<file path="src/hdl/bpc_pkg.sv">
// Package: shared types for the button press classifier.
`default_nettype none
package bpc_pkg;

  localparam int unsigned CfgDataWidth = 16;
  localparam int unsigned CfgIdxWidth  = 2;
  localparam int unsigned OutCntWidth  = 8;

  typedef enum logic [CfgIdxWidth-1:0] {
    CFG_DEBOUNCE_TICKS   = 2'd0,
    CFG_LONG_PRESS_TICKS = 2'd1,
    CFG_IDLE_LEVEL       = 2'd2
  } cfg_idx_e;

  typedef enum logic [1:0] {
    PH_IDLE     = 2'd0,
    PH_DEBOUNCE = 2'd1,
    PH_PRESSED  = 2'd2,
    PH_HELD     = 2'd3
  } phase_e;

  typedef enum logic [1:0] {
    EV_NONE  = 2'd0,
    EV_SHORT = 2'd1,
    EV_LONG  = 2'd2
  } event_e;

  typedef struct packed {
    logic [CfgDataWidth-1:0] debounce_ticks;
    logic [CfgDataWidth-1:0] long_press_ticks;
    logic                    idle_level;
  } bpc_cfg_t;

  typedef struct packed {
    event_e                 press_event;
    logic [OutCntWidth-1:0] short_count;
    logic [OutCntWidth-1:0] long_count;
    phase_e                 button_state;
  } bpc_result_t;

endpackage
`default_nettype wire

</file>
<file path="src/hdl/bpc_in_if.sv">
// Interface: input tick channel (pin sample and read-and-clear flag).
`default_nettype none
interface bpc_in_if;
  logic valid;
  logic ready;
  logic pin_level;
  logic read_and_clear;

  modport source (output valid, output pin_level, output read_and_clear, input ready);
  modport sink   (input valid, input pin_level, input read_and_clear, output ready);
endinterface
`default_nettype wire

</file>
<file path="src/hdl/bpc_out_if.sv">
// Interface: result channel (event, counts and button state).
`default_nettype none
interface bpc_out_if;
  logic       valid;
  logic       ready;
  logic [1:0] press_event;
  logic [7:0] short_count;
  logic [7:0] long_count;
  logic [1:0] button_state;

  modport source (output valid, output press_event, output short_count,
                  output long_count, output button_state, input ready);
  modport sink   (input valid, input press_event, input short_count,
                  input long_count, input button_state, output ready);
endinterface
`default_nettype wire

</file>
<file path="src/hdl/bpc_fsm.sv">
// Debounce and short/long press state machine with saturating counters.
`default_nettype none
module bpc_fsm #(
  parameter int unsigned COUNT_WIDTH = 8,
  parameter int unsigned TIMER_WIDTH = 16
) (
  input  wire                       clk_i,
  input  wire                       rst_ni,
  input  wire                       en_i,
  input  wire                       pin_level_i,
  input  wire                       read_clear_i,
  input  wire bpc_pkg::bpc_cfg_t    cfg_i,
  output bpc_pkg::bpc_result_t      result_o
);
  import bpc_pkg::*;

  localparam int unsigned CmpWidth =
    (TIMER_WIDTH > CfgDataWidth) ? TIMER_WIDTH : CfgDataWidth;
  localparam logic [TIMER_WIDTH-1:0] TimerMax = '1;
  localparam logic [COUNT_WIDTH-1:0] CountMax = '1;

  phase_e                 phase_q, phase_d;
  event_e                 event_q, event_d, event_upd;
  logic [TIMER_WIDTH-1:0] tick_q, tick_d, tick_inc;
  logic                   prev_q;
  logic [COUNT_WIDTH-1:0] short_q, short_d, short_upd;
  logic [COUNT_WIDTH-1:0] long_q, long_d, long_upd;

  logic                    press_edge, release_edge;
  logic [CfgDataWidth-1:0] period;
  logic [CmpWidth-1:0]     period_ext, period_eff, tick_ext, tmax_ext;
  logic                    expired;

  assign press_edge   = (prev_q == cfg_i.idle_level) && (pin_level_i != cfg_i.idle_level);
  assign release_edge = (prev_q != cfg_i.idle_level) && (pin_level_i == cfg_i.idle_level);

  // Shared expiry check; only one period is active per phase.
  assign period     = (phase_q == PH_DEBOUNCE) ? cfg_i.debounce_ticks : cfg_i.long_press_ticks;
  assign tick_inc   = (tick_q != TimerMax) ? tick_q + 1'b1 : tick_q;
  assign period_ext = CmpWidth'(period);
  assign tmax_ext   = CmpWidth'(TimerMax);
  assign tick_ext   = CmpWidth'(tick_inc);

  always_comb begin
    if (period_ext == '0) begin
      period_eff = CmpWidth'(1);
    end else if (period_ext > tmax_ext) begin
      period_eff = tmax_ext;
    end else begin
      period_eff = period_ext;
    end
  end

  assign expired = tick_ext >= period_eff;

  always_comb begin
    phase_d   = phase_q;
    tick_d    = tick_q;
    event_upd = event_q;
    short_upd = short_q;
    long_upd  = long_q;
    case (phase_q)
      PH_IDLE: begin
        if (press_edge) begin
          phase_d = PH_DEBOUNCE;
          tick_d  = '0;
        end
      end
      PH_DEBOUNCE: begin
        tick_d = tick_inc;
        if (expired) begin
          tick_d  = '0;
          phase_d = (pin_level_i != cfg_i.idle_level) ? PH_PRESSED : PH_IDLE;
        end
      end
      PH_PRESSED: begin
        if (release_edge) begin
          short_upd = (short_q != CountMax) ? short_q + 1'b1 : short_q;
          event_upd = EV_SHORT;
          phase_d   = PH_IDLE;
          tick_d    = '0;
        end else begin
          tick_d = tick_inc;
          if (expired) begin
            long_upd  = (long_q != CountMax) ? long_q + 1'b1 : long_q;
            event_upd = EV_LONG;
            phase_d   = PH_HELD;
            tick_d    = '0;
          end
        end
      end
      default: begin
        if (release_edge) begin
          phase_d = PH_IDLE;
          tick_d  = '0;
        end
      end
    endcase

    // Read reports the updated values, then clears them.
    event_d = read_clear_i ? EV_NONE : event_upd;
    short_d = read_clear_i ? '0 : short_upd;
    long_d  = read_clear_i ? '0 : long_upd;

    result_o.press_event  = event_upd;
    result_o.short_count  = OutCntWidth'(short_upd);
    result_o.long_count   = OutCntWidth'(long_upd);
    result_o.button_state = phase_d;
  end

  always_ff @(posedge clk_i or negedge rst_ni) begin
    if (!rst_ni) begin
      phase_q <= PH_IDLE;
      event_q <= EV_NONE;
      tick_q  <= '0;
      prev_q  <= 1'b0;
      short_q <= '0;
      long_q  <= '0;
    end else if (en_i) begin
      phase_q <= phase_d;
      event_q <= event_d;
      tick_q  <= tick_d;
      prev_q  <= pin_level_i;
      short_q <= short_d;
      long_q  <= long_d;
    end
  end

endmodule
`default_nettype wire

</file>
<file path="src/hdl/button_press_classifier_top.sv">
// Top level: button press classifier with config registers and result register.
// Each accepted input beat yields a registered result beat in the cycle after it is accepted.
// Throughput: one beat per cycle; the state update is a single compare-and-count.
// The result register frees as soon as its beat is taken, so input is stalled
// only while a result waits and the sink holds ready low.
// Reset: asynchronous, active low; config returns to 50/1000/0, state to idle.
`default_nettype none
module button_press_classifier_top #(
  parameter int unsigned COUNT_WIDTH = 8,
  parameter int unsigned TIMER_WIDTH = 16
) (
  input  wire                              clk_i,
  input  wire                              rst_ni,
  input  wire                              cfg_we_i,
  input  wire [bpc_pkg::CfgIdxWidth-1:0]   cfg_idx_i,
  input  wire [bpc_pkg::CfgDataWidth-1:0]  cfg_data_i,
  bpc_in_if.sink                           in_if,
  bpc_out_if.source                        out_if
);
  import bpc_pkg::*;

  bpc_cfg_t    cfg_q;
  bpc_result_t res_d, res_q;
  logic        out_valid_q;
  logic        accept;

  assign in_if.ready = !out_valid_q || out_if.ready;
  assign accept      = in_if.valid && in_if.ready;

  always_ff @(posedge clk_i or negedge rst_ni) begin
    if (!rst_ni) begin
      cfg_q.debounce_ticks   <= CfgDataWidth'(50);
      cfg_q.long_press_ticks <= CfgDataWidth'(1000);
      cfg_q.idle_level       <= 1'b0;
    end else if (cfg_we_i) begin
      case (cfg_idx_e'(cfg_idx_i))
        CFG_DEBOUNCE_TICKS:   cfg_q.debounce_ticks   <= cfg_data_i;
        CFG_LONG_PRESS_TICKS: cfg_q.long_press_ticks <= cfg_data_i;
        CFG_IDLE_LEVEL:       cfg_q.idle_level       <= cfg_data_i[0];
        default: ;
      endcase
    end
  end

  bpc_fsm #(
    .COUNT_WIDTH(COUNT_WIDTH),
    .TIMER_WIDTH(TIMER_WIDTH)
  ) u_fsm (
    .clk_i       (clk_i),
    .rst_ni      (rst_ni),
    .en_i        (accept),
    .pin_level_i (in_if.pin_level),
    .read_clear_i(in_if.read_and_clear),
    .cfg_i       (cfg_q),
    .result_o    (res_d)
  );

  always_ff @(posedge clk_i or negedge rst_ni) begin
    if (!rst_ni) begin
      out_valid_q <= 1'b0;
    end else if (accept) begin
      out_valid_q <= 1'b1;
    end else if (out_if.ready) begin
      out_valid_q <= 1'b0;
    end
  end

  always_ff @(posedge clk_i) begin
    if (accept) begin
      res_q <= res_d;
    end
  end

  assign out_if.valid        = out_valid_q;
  assign out_if.press_event  = res_q.press_event;
  assign out_if.short_count  = res_q.short_count;
  assign out_if.long_count   = res_q.long_count;
  assign out_if.button_state = res_q.button_state;

endmodule
`default_nettype wire
</file>
<file path="src/flat_wrapper.sv">
// flat-port wrapper written by rule: the top's interface ports become plain ports
module button_press_classifier_top_flat import bpc_pkg::*;
#(
  parameter int unsigned COUNT_WIDTH = 8,
  parameter int unsigned TIMER_WIDTH = 16
)
  (clk_i, rst_ni, cfg_we_i, cfg_idx_i, cfg_data_i, in_if_valid, in_if_pin_level, in_if_read_and_clear, in_if_ready, out_if_valid, out_if_press_event, out_if_short_count, out_if_long_count, out_if_button_state, out_if_ready);
  bpc_in_if in_if_i ();
  bpc_out_if out_if_i ();
  input  wire clk_i;
  input  wire rst_ni;
  input  wire cfg_we_i;
  input  wire [bpc_pkg::CfgIdxWidth-1:0] cfg_idx_i;
  input  wire [bpc_pkg::CfgDataWidth-1:0] cfg_data_i;
  input wire logic [$bits(in_if_i.valid)-1:0] in_if_valid;
  input wire logic [$bits(in_if_i.pin_level)-1:0] in_if_pin_level;
  input wire logic [$bits(in_if_i.read_and_clear)-1:0] in_if_read_and_clear;
  output wire logic [$bits(in_if_i.ready)-1:0] in_if_ready;
  output wire logic [$bits(out_if_i.valid)-1:0] out_if_valid;
  output wire logic [$bits(out_if_i.press_event)-1:0] out_if_press_event;
  output wire logic [$bits(out_if_i.short_count)-1:0] out_if_short_count;
  output wire logic [$bits(out_if_i.long_count)-1:0] out_if_long_count;
  output wire logic [$bits(out_if_i.button_state)-1:0] out_if_button_state;
  input wire logic [$bits(out_if_i.ready)-1:0] out_if_ready;
  assign in_if_i.valid = in_if_valid;
  assign in_if_i.pin_level = in_if_pin_level;
  assign in_if_i.read_and_clear = in_if_read_and_clear;
  assign in_if_ready = in_if_i.ready;
  assign out_if_valid = out_if_i.valid;
  assign out_if_press_event = out_if_i.press_event;
  assign out_if_short_count = out_if_i.short_count;
  assign out_if_long_count = out_if_i.long_count;
  assign out_if_button_state = out_if_i.button_state;
  assign out_if_i.ready = out_if_ready;
  button_press_classifier_top #(.COUNT_WIDTH(COUNT_WIDTH), .TIMER_WIDTH(TIMER_WIDTH)) u_core (.clk_i(clk_i), .rst_ni(rst_ni), .cfg_we_i(cfg_we_i), .cfg_idx_i(cfg_idx_i), .cfg_data_i(cfg_data_i), .in_if(in_if_i), .out_if(out_if_i));
endmodule
</file>
<file path="config.mk">
export PLATFORM = sky130hd
export DESIGN_NAME = button_press_classifier_top_flat
export DESIGN_NICKNAME = d
export VERILOG_FILES = /design/src/hdl/bpc_pkg.sv /design/src/hdl/bpc_in_if.sv /design/src/hdl/bpc_out_if.sv /design/src/hdl/bpc_fsm.sv /design/src/hdl/button_press_classifier_top.sv /design/src/flat_wrapper.sv
export SDC_FILE = /design/constraint.sdc
export NUM_CORES = 1
export LEC_CHECK = 0
export ABC_AREA = 1
export BUFFER_PORTS_ARGS = -buffer_cell sky130_fd_sc_hd__buf_2
export CAP_MARGIN = 20
export CELL_PAD_IN_SITES_DETAIL_PLACEMENT = 0
export CELL_PAD_IN_SITES_GLOBAL_PLACEMENT = 1
export CORE_ASPECT_RATIO = 1.25
export CORE_MARGIN = 2
export CORE_UTILIZATION = 48
export DETAILED_ROUTE_END_ITERATION = 16
export GPL_ROUTABILITY_DRIVEN = 0
export HOLD_SLACK_MARGIN = 0.02
export PLACE_DENSITY = 0.85
export SYNTH_ARGS = -nofsm -noshare
export SYNTH_HDL_FRONTEND = slang
export SYNTH_SLANG_ARGS = --single-unit
</file>
<file path="constraint.sdc">
create_clock -name clk_i -period 5.4 [get_ports clk_i]
set_input_delay 1.08 -clock clk_i [delete_from_list [all_inputs] [get_ports clk_i]]
set_output_delay 1.08 -clock clk_i [all_outputs]
set_load 0.01 [all_outputs]
</file>
==> results of run 1 <==
-- worst min-delay path, cell delays in order (launching register included) --
cell,delay (ns)
dfrtp_1,0.34
nand2_1,0.05
o21ai_0,0.06
-- kinds of logic after synthesis --
family | Yosys count | synth area share
buf+inv | 116 | 0.0876
mux | 5 | 0.00998
xor+xnor | 15 | 0.0262
fa+ha+maj | 23 | 0.0574
flops | 91 | 0.476
simple gates | 264 | 0.239
compound gates | 99 | 0.103
-- state kept, by name (all words and copies together) (netlist names) --
signal and count:
u_core.cfg_q 33, u_core.u_fsm.tick_q 16, u_core.out_if.long_count 8, u_core.out_if.short_count 8
u_core.u_fsm.long_q 8, u_core.u_fsm.short_q 8, u_core.out_if.button_state 2, u_core.out_if.press_event 2
u_core.u_fsm.event_q 2, u_core.u_fsm.phase_q 2, u_core.out_if.valid 1, u_core.u_fsm.prev_q 1
-- cell usage after synthesis (2+ instances only) --
library cell | n | area (sq um)
nand2_1 | 170 | 638
nor3_1 | 5 | 25.0
nor2_2 | 3 | 18.8
dfrtp_1 | 62 | 1550
o21ai_0 | 73 | 365
ha_1 | 23 | 288
xor2_1 | 13 | 114
and2_1 | 4 | 25.0
nand3_1 | 30 | 150
clkbuf_1 | 9 | 33.8
a21oi_1 | 11 | 55.1
buf_2 | 2 | 10.0
mux2i_1 | 5 | 50.1
nor2_4 | 2 | 22.5
xnor2_1 | 2 | 17.5
inv_2 | 2 | 7.51
or2_2 | 6 | 37.5
inv_1 | 101 | 379
nand4_1 | 14 | 87.6
dfstp_2 | 9 | 236
edfxtp_1 | 20 | 601
nor2_1 | 20 | 75.1
nand3_2 | 2 | 20.0
nand4_4 | 2 | 42.5
o22ai_1 | 9 | 56.3
nand2_2 | 3 | 18.8
o21ai_1 | 2 | 10.0
-- layer usage --
layer | vias up | part of all wire | global-route usage
li1 | 2078 | - | -
met3 | 27 | 0.033 | 0.0312
met1 | 1906 | 0.44 | 0.246
met2 | 90 | 0.49 | 0.347
met4 | 0 | 0.040 | 0.112
met5 | - | 0 | 0
-- per-stage QoR --
stage | power, mW | instance area (sq um) | worst slack, ns
floorplan | 1.15 | 5020 | 2.41
global placement | 1.27 | 5380 | 1.66
detailed placement | 1.28 | 5380 | 1.42
CTS | 1.93 | 5680 | 1.37
global route | 2.03 | 5690 | 0.901
finish | 1.90 | 5690 | 1.39
-- worst paths after layout --
path	end	slack, ns	cells after the start
setup reg to reg	u_core.u_fsm.tick_q[9]	1.39	18
min in group asynchronous	u_core.u_fsm.short_q[7]	0.88	1
hold reg to reg	u_core.cfg_q[3]	0.48	2
max in group asynchronous	u_core.cfg_q[21]	3.52	2
setup / recovery	u_core.u_fsm.tick_q[9]	1.39	18
hold / removal	u_core.cfg_q[3]	0.48	2
-- area by class of cell --
cell class                      instances  share of cell area
Sequential cell                        91               0.419
Multi-Input combinational cell        406               0.384
Inverter                              105              0.0694
Timing Repair Buffer                   49              0.0457
Clock buffer                            9              0.0396
Tap cell                              129              0.0283
Clock inverter                          7              0.0132
-- power by group through the flow --
stage	Clock (mW)	Combinational, mW	Sequential, mW
3_3_place_gp	0	0.444	0.822
6_report	0.639	0.455	0.811
2_1_floorplan	0	0.329	0.820
5_1_grt	0.682	0.532	0.818
3_5_place_dp	0	0.459	0.824
4_1_cts	0.656	0.461	0.810
==> results.tsv, run 1 <==
stage	metric	value	unit
power	p_sw	605	uW
synth	synth.cell_area	5020	sq um
final_layout	multiInputGateArea	2190	sq um
worst_setup_path	path_buf_inv	4	
global_route	antenna_found_initial	0	
power	pwr-share-comb	0.239	
die	initial_core_util	0.494	
sta	finalCritPeriodShare	0.743	
worst_setup_path	path_delay_family	adder cells	
detailed_routing	wl_per_cell	13.5	um
die	placementRows	41	
synth	syn_inst	613	
placement	io_buffer_count	46	
synth	synth_ff_type	dfrtp_1	
worst_setup_path	crit_type	reg -> reg	
placement	dp_hpwl	7860	um
final_layout	drive_gt1_frac	0.145	
cts	cts_setup_buffers	0	
cts	cts_max_path_buffers	2	
worst_setup_path	worst_path_max_delay_cell	ha_1	
sta	relSlewSlack	0.317	
sta	tightest_slew	1.02	ns
cts	cts_root_buf	clkbuf_16	
sta	timing.setup.tns	0	ns
power	swShare	0.318	
final_layout	diodes	0	
worst_setup_path	crit_top_cell	nand2_1	
run	cap_viol_max_count	0	
detailed_routing	via_per_inst	5.15	
worst_setup_path	start_kind	flop	
cts	ctsResizeCount	0	
worst_setup_path	worst_setup_path_end_kind	flop	
worst_setup_path	path_max_fanout	22	
global_route	grt_max_degree	40	
die	dieArea	11300	sq um
cts	cts_tree	yes	
worst_setup_path	arrival	4.27	ns
min_path	hold_path.startpoint	u_core.cfg_q[3]	
synth	async_flop_share	0.780	
worst_setup_path	max_stage_delay	0.70	ns
detailed_routing	drc	0	
sta	rsz0062_at_grt	false	
sta	setup_viol	0	
detailed_routing	wirelength	10800	um
sta	holdWs	0.480	ns
placement	placed_cells	779	
final_layout	regArea	2390	sq um
die	coreArea	10200	sq um
synth	synth_cell_types	36	
cts	cts_hold_buf	0	
final_layout	final_nets	710	
sta	timing.final.max_slew_violations	0	
detailed_routing	drt-initial-drc-count	191	
power	pwr-share-clk	0.335	
min_path	hp-class	reg -> reg	
detailed_routing	ant_nets	0	
worst_setup_path	critPathRequiredTime	5.66	ns
sta	min_period	4.01	ns
die	die_x	95.4	um
synth	yosysSeqAreaShare	0.476	
synth	synthesis.nets	661	
die	ios	47	
global_route	grt_overflow	0	
final_layout	fin_util	0.561	
worst_setup_path	crit_start	u_core.u_fsm.phase_q[1]	
synth	ys_warn_count	0	
sta	skew	0.00592	ns
sta	max_freq	249	MHz
worst_setup_path	crit_chain	inv_1, ha_1, inv_1, o21ai_0, nand3_1, o41ai_1, ha_1, nand4_1, nor2_1, nor2_1, nand2_1, nand2_1, nand2_1, inv_1, nand4_4, clkinv_2, nand2_1, o21ai_0	
power	ir_worst_vdd	180	uV
final_layout	layout_common_cells	170 x nand2_1, 101 x inv_1, 73 x o21ai_0	
synth	synth_edf_count	20	
power	intPower	1.30	mW
power	p_leak	2.90	nW
worst_setup_path	r2r_start	u_core.u_fsm.phase_q[1]	
cts	numCtsBuffers	9	
power	power_density	334	nW/um^2
final_layout	final_common_cell	nand2_1	
global_route	grtUsageTotal	0.205	
power	seq_power_share	0.426	
synth	avgSynthCellArea	8.18	sq um
final_layout	fin_cells	796	
sta	finalHoldViolCount	0	
detailed_routing	drt_pass1_iterations	4	
cts	clk_pin_slew	0.07	ns
synth	ys_ff_latch	91	
cts	worstSkewPairLatency	0.34	ns
detailed_routing	vias	4101	
cts	clock-sinks	91	
die	chipHeight	118	um
global_route	grt_pass1_wl	18400	um
final_layout	areaGrowthSynthToFinish	13.5	%
final_layout	num-fill-cells	947	
cts	h-tree-depth	3	
global_route	grt_pass1_vias	4101	
outcome	status	finished clean	
Note: power is estimated with default switching activity, not from simulation.
==> run 2: changes to the inputs <==
--- a/config.mk
+++ b/config.mk
@@ -12,11 +12,11 @@
 export CELL_PAD_IN_SITES_GLOBAL_PLACEMENT = 1
 export CORE_ASPECT_RATIO = 1.25
 export CORE_MARGIN = 2
-export CORE_UTILIZATION = 48
+export CORE_UTILIZATION = 40
 export DETAILED_ROUTE_END_ITERATION = 16
 export GPL_ROUTABILITY_DRIVEN = 0
 export HOLD_SLACK_MARGIN = 0.02
-export PLACE_DENSITY = 0.85
+export PLACE_DENSITY = 0.75
 export SYNTH_ARGS = -nofsm -noshare
 export SYNTH_HDL_FRONTEND = slang
 export SYNTH_SLANG_ARGS = --single-unit
==> constraint.sdc (replaced) <==
create_clock -name clk_i -period 3.6 [get_ports clk_i]
set_input_delay 0.72 -clock clk_i [delete_from_list [all_inputs] [get_ports clk_i]]
set_output_delay 0.72 -clock clk_i [all_outputs]
set_load 0.01 [all_outputs]
==> results.tsv, run 2 (synthesis results as in run 1) <==
stage	metric	value	unit	change
detailed_routing	vias	4070		-0.76%
cts	cts_hold_buf	0		unchanged
sta	setup_slack	0.354	ns	-1.04 ns
die	coreArea	12200	sq um	+20%
final_layout	fin_cells	841		+5.7%
power	seq_power_share	0.398		-0.028
detailed_routing	drt-initial-drc-count	197		+3.1%
die	initial_core_util	0.411		-0.0833
sta	min_period	3.25	ns	-0.765 ns
placement	io_buffer_count	46		unchanged
power	p_sw	901	uW	+49%
final_layout	largest_register_ffs	33		unchanged
placement	dp_hpwl	8220	um	+4.6%
cts	numCtsBuffers	9		unchanged
cts	worstSkewPairLatency	0.34	ns	about the same
worst_setup_path	critPathRequiredTime	3.86	ns	-1.80 ns
detailed_routing	ant_nets	0		unchanged
final_layout	final_nets	720		+1.4%
sta	timing.final.max_slew_violations	0		unchanged
global_route	antenna_found_initial	0		unchanged
sta	relSlewSlack	0.490		+0.173
power	finalPower	3.06	mW	+61%
power	pwr-share-comb	0.243		+0.004
worst_setup_path	worst_setup_path_end_kind	flop		
worst_setup_path	start_kind	flop		
detailed_routing	drc	0		unchanged
global_route	grt_pass1_vias	4137		+0.88%
final_layout	final_common_cell	nand2_1		
cts	cts_tree	yes		
power	p_leak	2.99	nW	+3.2%
global_route	grt_pass1_wl	19400	um	+5.4%
final_layout	diodes	0		unchanged
final_layout	top_register	u_core.cfg_q		
detailed_routing	via_per_inst	4.84		-6.1%
global_route	grtUsageTotal	0.180		-0.0253
final_layout	areaGrowthSynthToFinish	18.0	%	
cts	clock-sinks	91		unchanged
detailed_routing	wirelength	11100	um	+3.0%
die	die_x	104	um	+9.1%
worst_setup_path	path_max_fanout	8		-64%
placement	placed_cells	820		+5.3%
power	pwr-share-clk	0.359		+0.024
die	chipHeight	129	um	+9.2%
sta	timing.setup.tns	0	ns	unchanged
worst_setup_path	arrival	3.51	ns	-0.76 ns
worst_setup_path	crit_type	reg -> reg		
worst_setup_path	r2r_start	u_core.u_fsm.phase_q[1]		
sta	finalCritPeriodShare	0.902		+0.159
sta	skew	0.00515	ns	-0.000772 ns
die	dieArea	13500	sq um	+19%
final_layout	reg.largest.list	u_core.cfg_q (33), u_core.u_fsm.tick_q (16)		
detailed_routing	drt_pass1_iterations	4		unchanged
final_layout	drive_gt1_frac	0.168		+0.0230
sta	finalHoldViolCount	0		unchanged
placement	dpl_cell_area	5480	sq um	+1.9%
final_layout	finalInstanceArea	5920	sq um	+3.9%
outcome	status	finished clean		
detailed_routing	wl_per_cell	13.2	um	-2.5%
global_route	grt_max_degree	41		+2.5%
run	cap_viol_max_count	0		unchanged
die	ios	47		unchanged
global_route	grt_overflow	0		unchanged
worst_setup_path	crit_start	u_core.u_fsm.phase_q[1]		
power	swShare	0.294		-0.0233
sta	setup_viol	0		unchanged
power	power_density	517	nW/um^2	+55%
cts	cts_root_buf	clkbuf_16		
cts	h-tree-depth	3		unchanged
power	intPower	2.16	mW	+66%
sta	rsz0062_at_grt	false		
die	placementRows	45		+9.8%
final_layout	fin_util	0.484		-0.0763
cts	clk_pin_slew	0.06	ns	about the same
placement	pre_cts_slack	0.109	ns	-1.31 ns
min_path	hp-class	in -> async		
final_layout	layout_common_cells	168 x nand2_1, 100 x inv_1, 72 x o21ai_0		
power	ir_worst_vdd	284	uV	+58%
cts	cts_max_path_buffers	2		unchanged
sta	max_freq	308	MHz	+24%
sta	holdWs	0.449	ns	-0.0304 ns
sta	tightest_slew	0.764	ns	-0.257 ns
==> run 2: changes by cell type in the layout (fill, tap and decap cells not counted), sizes merged <==
cell,before,now
buf,49,58
bufinv,1,2
clkbuf,9,13
clkinvlp,2,0
inv,105,103
==> run 2: cell type report <==
class	count	area [sq um]
Tap cell	164	205
Fill cell	1243	6300
Timing Repair inverter	1	5.00
Timing Repair Buffer	58	348
Multi-Input combinational cell	406	2210
Clock inverter	3	63.8
Sequential cell	91	2390
Clock buffer	13	293
Inverter	105	399
==> run 2: power by group through the flow <==
stage          Combinational [mW]  Sequential (mW)  Clock, mW
3_3_place_gp                0.715             1.23          0
4_1_cts                     0.734             1.22       1.12
3_5_place_dp                0.732             1.24          0
2_1_floorplan               0.493             1.23          0
5_1_grt                     0.859             1.23       1.16
6_report                    0.743             1.22       1.10
==> run 2: what timing repair did <==
| item | CTS | global route |
|---|---|---|
| resized for setup | 0 | 13 |
| setup endpoints to repair | 0 | 39 |
| buffers inserted | 0 | 2 |
==> run 2: path summary, 6_finish.rpt <==
path                                                 to  slack, ns  depth (start not counted)
worst max-delay path            u_core.u_fsm.tick_q[14]       0.35                         17
worst min-delay path            u_core.u_fsm.short_q[0]       0.45                          1
worst max register to register  u_core.u_fsm.tick_q[14]       0.35                         17
worst min register to register         u_core.cfg_q[19]       0.48                          2
max in group asynchronous              u_core.cfg_q[18]       2.40                          2
min in group clk_i                     u_core.cfg_q[19]       0.48                          2
==> run 2: critical path: stages (launching register included) <==
cell and delay [ns]:
dfrtp_2 0.43, inv_1 0.08, ha_1 0.19, buf_4 0.16, mux2i_1 0.37, nand4_1 0.17
o41ai_2 0.39, ha_1 0.29, nand4_1 0.09, nor2_1 0.04, nor2_1 0.09, nand2_1 0.06
nand2_1 0.12, nand2_4 0.11, inv_2 0.10, nand4_4 0.16, buf_4 0.20, o22ai_1 0.09
==> run 2: routing by layer <==
metal	routed length, um	global-route usage
met1	4880	0.210
met2	5660	0.328
met3	294	0.0216
met4	274	0.0898
met5	0	0
==> run 3: changes to the inputs <==
--- a/config.mk
+++ b/config.mk
@@ -16,7 +16,7 @@
 export DETAILED_ROUTE_END_ITERATION = 16
 export GPL_ROUTABILITY_DRIVEN = 0
 export HOLD_SLACK_MARGIN = 0.02
-export PLACE_DENSITY = 0.75
+export PLACE_DENSITY = 0.74
 export SYNTH_ARGS = -nofsm -noshare
 export SYNTH_HDL_FRONTEND = slang
 export SYNTH_SLANG_ARGS = --single-unit
==> results.tsv, run 3 (synthesis results as in run 1) <==
stage	metric	value	unit	change
cts	clk_pin_slew	0.07	ns	about the same
power	swShare	0.322		+0.0273
worst_setup_path	arrival	3.52	ns	about the same
detailed_routing	ant_nets	0		unchanged
die	die_x	104	um	unchanged
final_layout	fin_cells	836		-0.59%
detailed_routing	drt-initial-drc-count	217		+10%
placement	dp_hpwl	8240	um	+0.18%
die	coreArea	12200	sq um	unchanged
global_route	grt_max_degree	33		-20%
global_route	grt_pass1_vias	3946		-4.6%
sta	relSlewSlack	0.673		+0.183
final_layout	diodes	0		unchanged
die	initial_core_util	0.411		unchanged
global_route	grt_overflow	0		unchanged
sta	max_freq	306	MHz	-0.70%
detailed_routing	vias	4045		-0.61%
cts	cts_root_buf	clkbuf_16		
sta	timing.setup.tns	0	ns	unchanged
run	cap_viol_max_count	0		unchanged
worst_setup_path	worst_setup_path_end_kind	flop		
global_route	grt_pass1_wl	19000	um	-2.0%
cts	cts_tree	yes		
placement	io_buffer_count	46		unchanged
final_layout	layout_common_cells	168 x nand2_1, 101 x inv_1, 68 x o21ai_0		
sta	rsz0062_at_grt	false		
power	intPower	1.90	mW	-12%
die	dieArea	13500	sq um	unchanged
cts	cts_hold_buf	0		unchanged
final_layout	final_nets	715		-0.69%
final_layout	drive_gt1_frac	0.156		-0.0121
detailed_routing	drt_pass1_iterations	4		unchanged
sta	min_period	3.27	ns	+0.0230 ns
sta	tightest_slew	0.490	ns	-0.274 ns
final_layout	fin_util	0.473		-0.0115
worst_setup_path	crit_type	reg -> reg		
power	pwr-share-clk	0.306		-0.053
worst_setup_path	critPathRequiredTime	3.85	ns	about the same
cts	clock-sinks	91		unchanged
cts	h-tree-depth	3		unchanged
power	ir_worst_vdd	287	uV	+1.0%
die	chipHeight	129	um	unchanged
final_layout	largest_register_ffs	33		unchanged
worst_setup_path	reg2reg_slack	0.33	ns	-0.02 ns
placement	dpl_cell_area	5470	sq um	-0.27%
detailed_routing	drc	0		unchanged
detailed_routing	wirelength	11000	um	-1.2%
final_layout	final_common_cell	nand2_1		
placement	pre_cts_slack	0.193	ns	+0.0836 ns
sta	timing.final.max_slew_violations	0		unchanged
cts	worstSkewPairLatency	0.34	ns	about the same
min_path	hp-class	in -> async		
power	power_density	484	nW/um^2	-6.4%
sta	finalHoldViolCount	0		unchanged
die	ios	47		unchanged
power	seq_power_share	0.434		+0.036
final_layout	finalInstanceArea	5780	sq um	-2.4%
sta	finalCritPeriodShare	0.908		+0.00639
die	placementRows	45		unchanged
power	p_leak	2.92	nW	-2.4%
outcome	status	finished clean		
detailed_routing	via_per_inst	4.84		about the same
global_route	antenna_found_initial	0		unchanged
sta	holdWs	0.335	ns	-0.114 ns
placement	placed_cells	818		-0.24%
power	pwr-share-comb	0.259		+0.016
final_layout	reg.largest.list	u_core.cfg_q (33), u_core.u_fsm.tick_q (16)		
worst_setup_path	path_max_fanout	22		+14
worst_setup_path	worstRegToRegCells	18		+1
global_route	grtUsageTotal	0.177		-0.00302
sta	setup_viol	0		unchanged
detailed_routing	wl_per_cell	13.1	um	-0.59%
power	p_sw	900	uW	about the same
sta	skew	0.00949	ns	+0.00434 ns
worst_setup_path	start_kind	flop		
cts	numCtsBuffers	9		unchanged
cts	cts_max_path_buffers	2		unchanged
sta	setup_slack	0.331	ns	-0.0230 ns
final_layout	top_register	u_core.cfg_q		
final_layout	areaGrowthSynthToFinish	15.2	%	
power	finalPower	2.80	mW	-8.6%
==> run 3: critical path: stages, from the launching register on <==
cell and delay (ns):
dfrtp_1 0.43, ha_1 0.25, buf_12 0.16, or2_2 0.29, o21ai_1 0.13, nand3_1 0.12, o41ai_2 0.36, ha_1 0.28
nand4_1 0.09, nor2_1 0.04, nor2_1 0.09, nand2_1 0.06, nand2_1 0.09, nand2_2 0.13, inv_1 0.16, nand4_4 0.18
inv_6 0.16, nand2_1 0.06, o21ai_0 0.09
==> run 3: final timing paths <==
check / from / end
max in group asynchronous: rst_ni / u_core.cfg_q[18]
max: u_core.u_fsm.phase_q[0] / u_core.u_fsm.tick_q[9]
max reg2reg: u_core.u_fsm.phase_q[0] / u_core.u_fsm.tick_q[9]
min in group clk_i: u_core.cfg_q[2] / u_core.cfg_q[2]
min reg2reg: u_core.cfg_q[2] / u_core.cfg_q[2]
min: rst_ni / u_core.u_fsm.short_q[7]
==> run 3: per-layer routing <==
layer | wire length (um) | part of all wire | vias to the layer above | track usage
met1 | 4950 | 0.45 | 1882 | 0.213
met3 | 266 | 0.024 | 15 | 0.0201
met2 | 5480 | 0.50 | 67 | 0.322
li1 | - | - | 2081 | -
met4 | 265 | 0.024 | 0 | 0.0763
met5 | 0 | 0 | - | 0
==> run 3: timing repair <==
item                                    CTS  global route
endpoints found under the setup margin    0            37
setup buffers                             0             0
resized for setup                         0            11
==> run 3: final cells by class <==
| class | count | area [sq um] |
|---|---|---|
| inverters | 105 | 399 |
| flip-flops and latches | 91 | 2390 |
| clock inverters | 5 | 30.0 |
| well taps | 164 | 205 |
| repair buffers | 54 | 318 |
| multi-input cells | 406 | 2200 |
| clock buffers | 11 | 233 |
| fillers | 1241 | 6440 |
==> run 3: power groups by stage <==
stage	clock, mW	combinational [mW]	sequential (mW)
floorplan	0	0.493	1.23
global route	0.927	0.835	1.23
finish	0.857	0.725	1.22
detailed placement	0	0.722	1.23
CTS	0.881	0.724	1.21
global placement	0	0.707	1.23
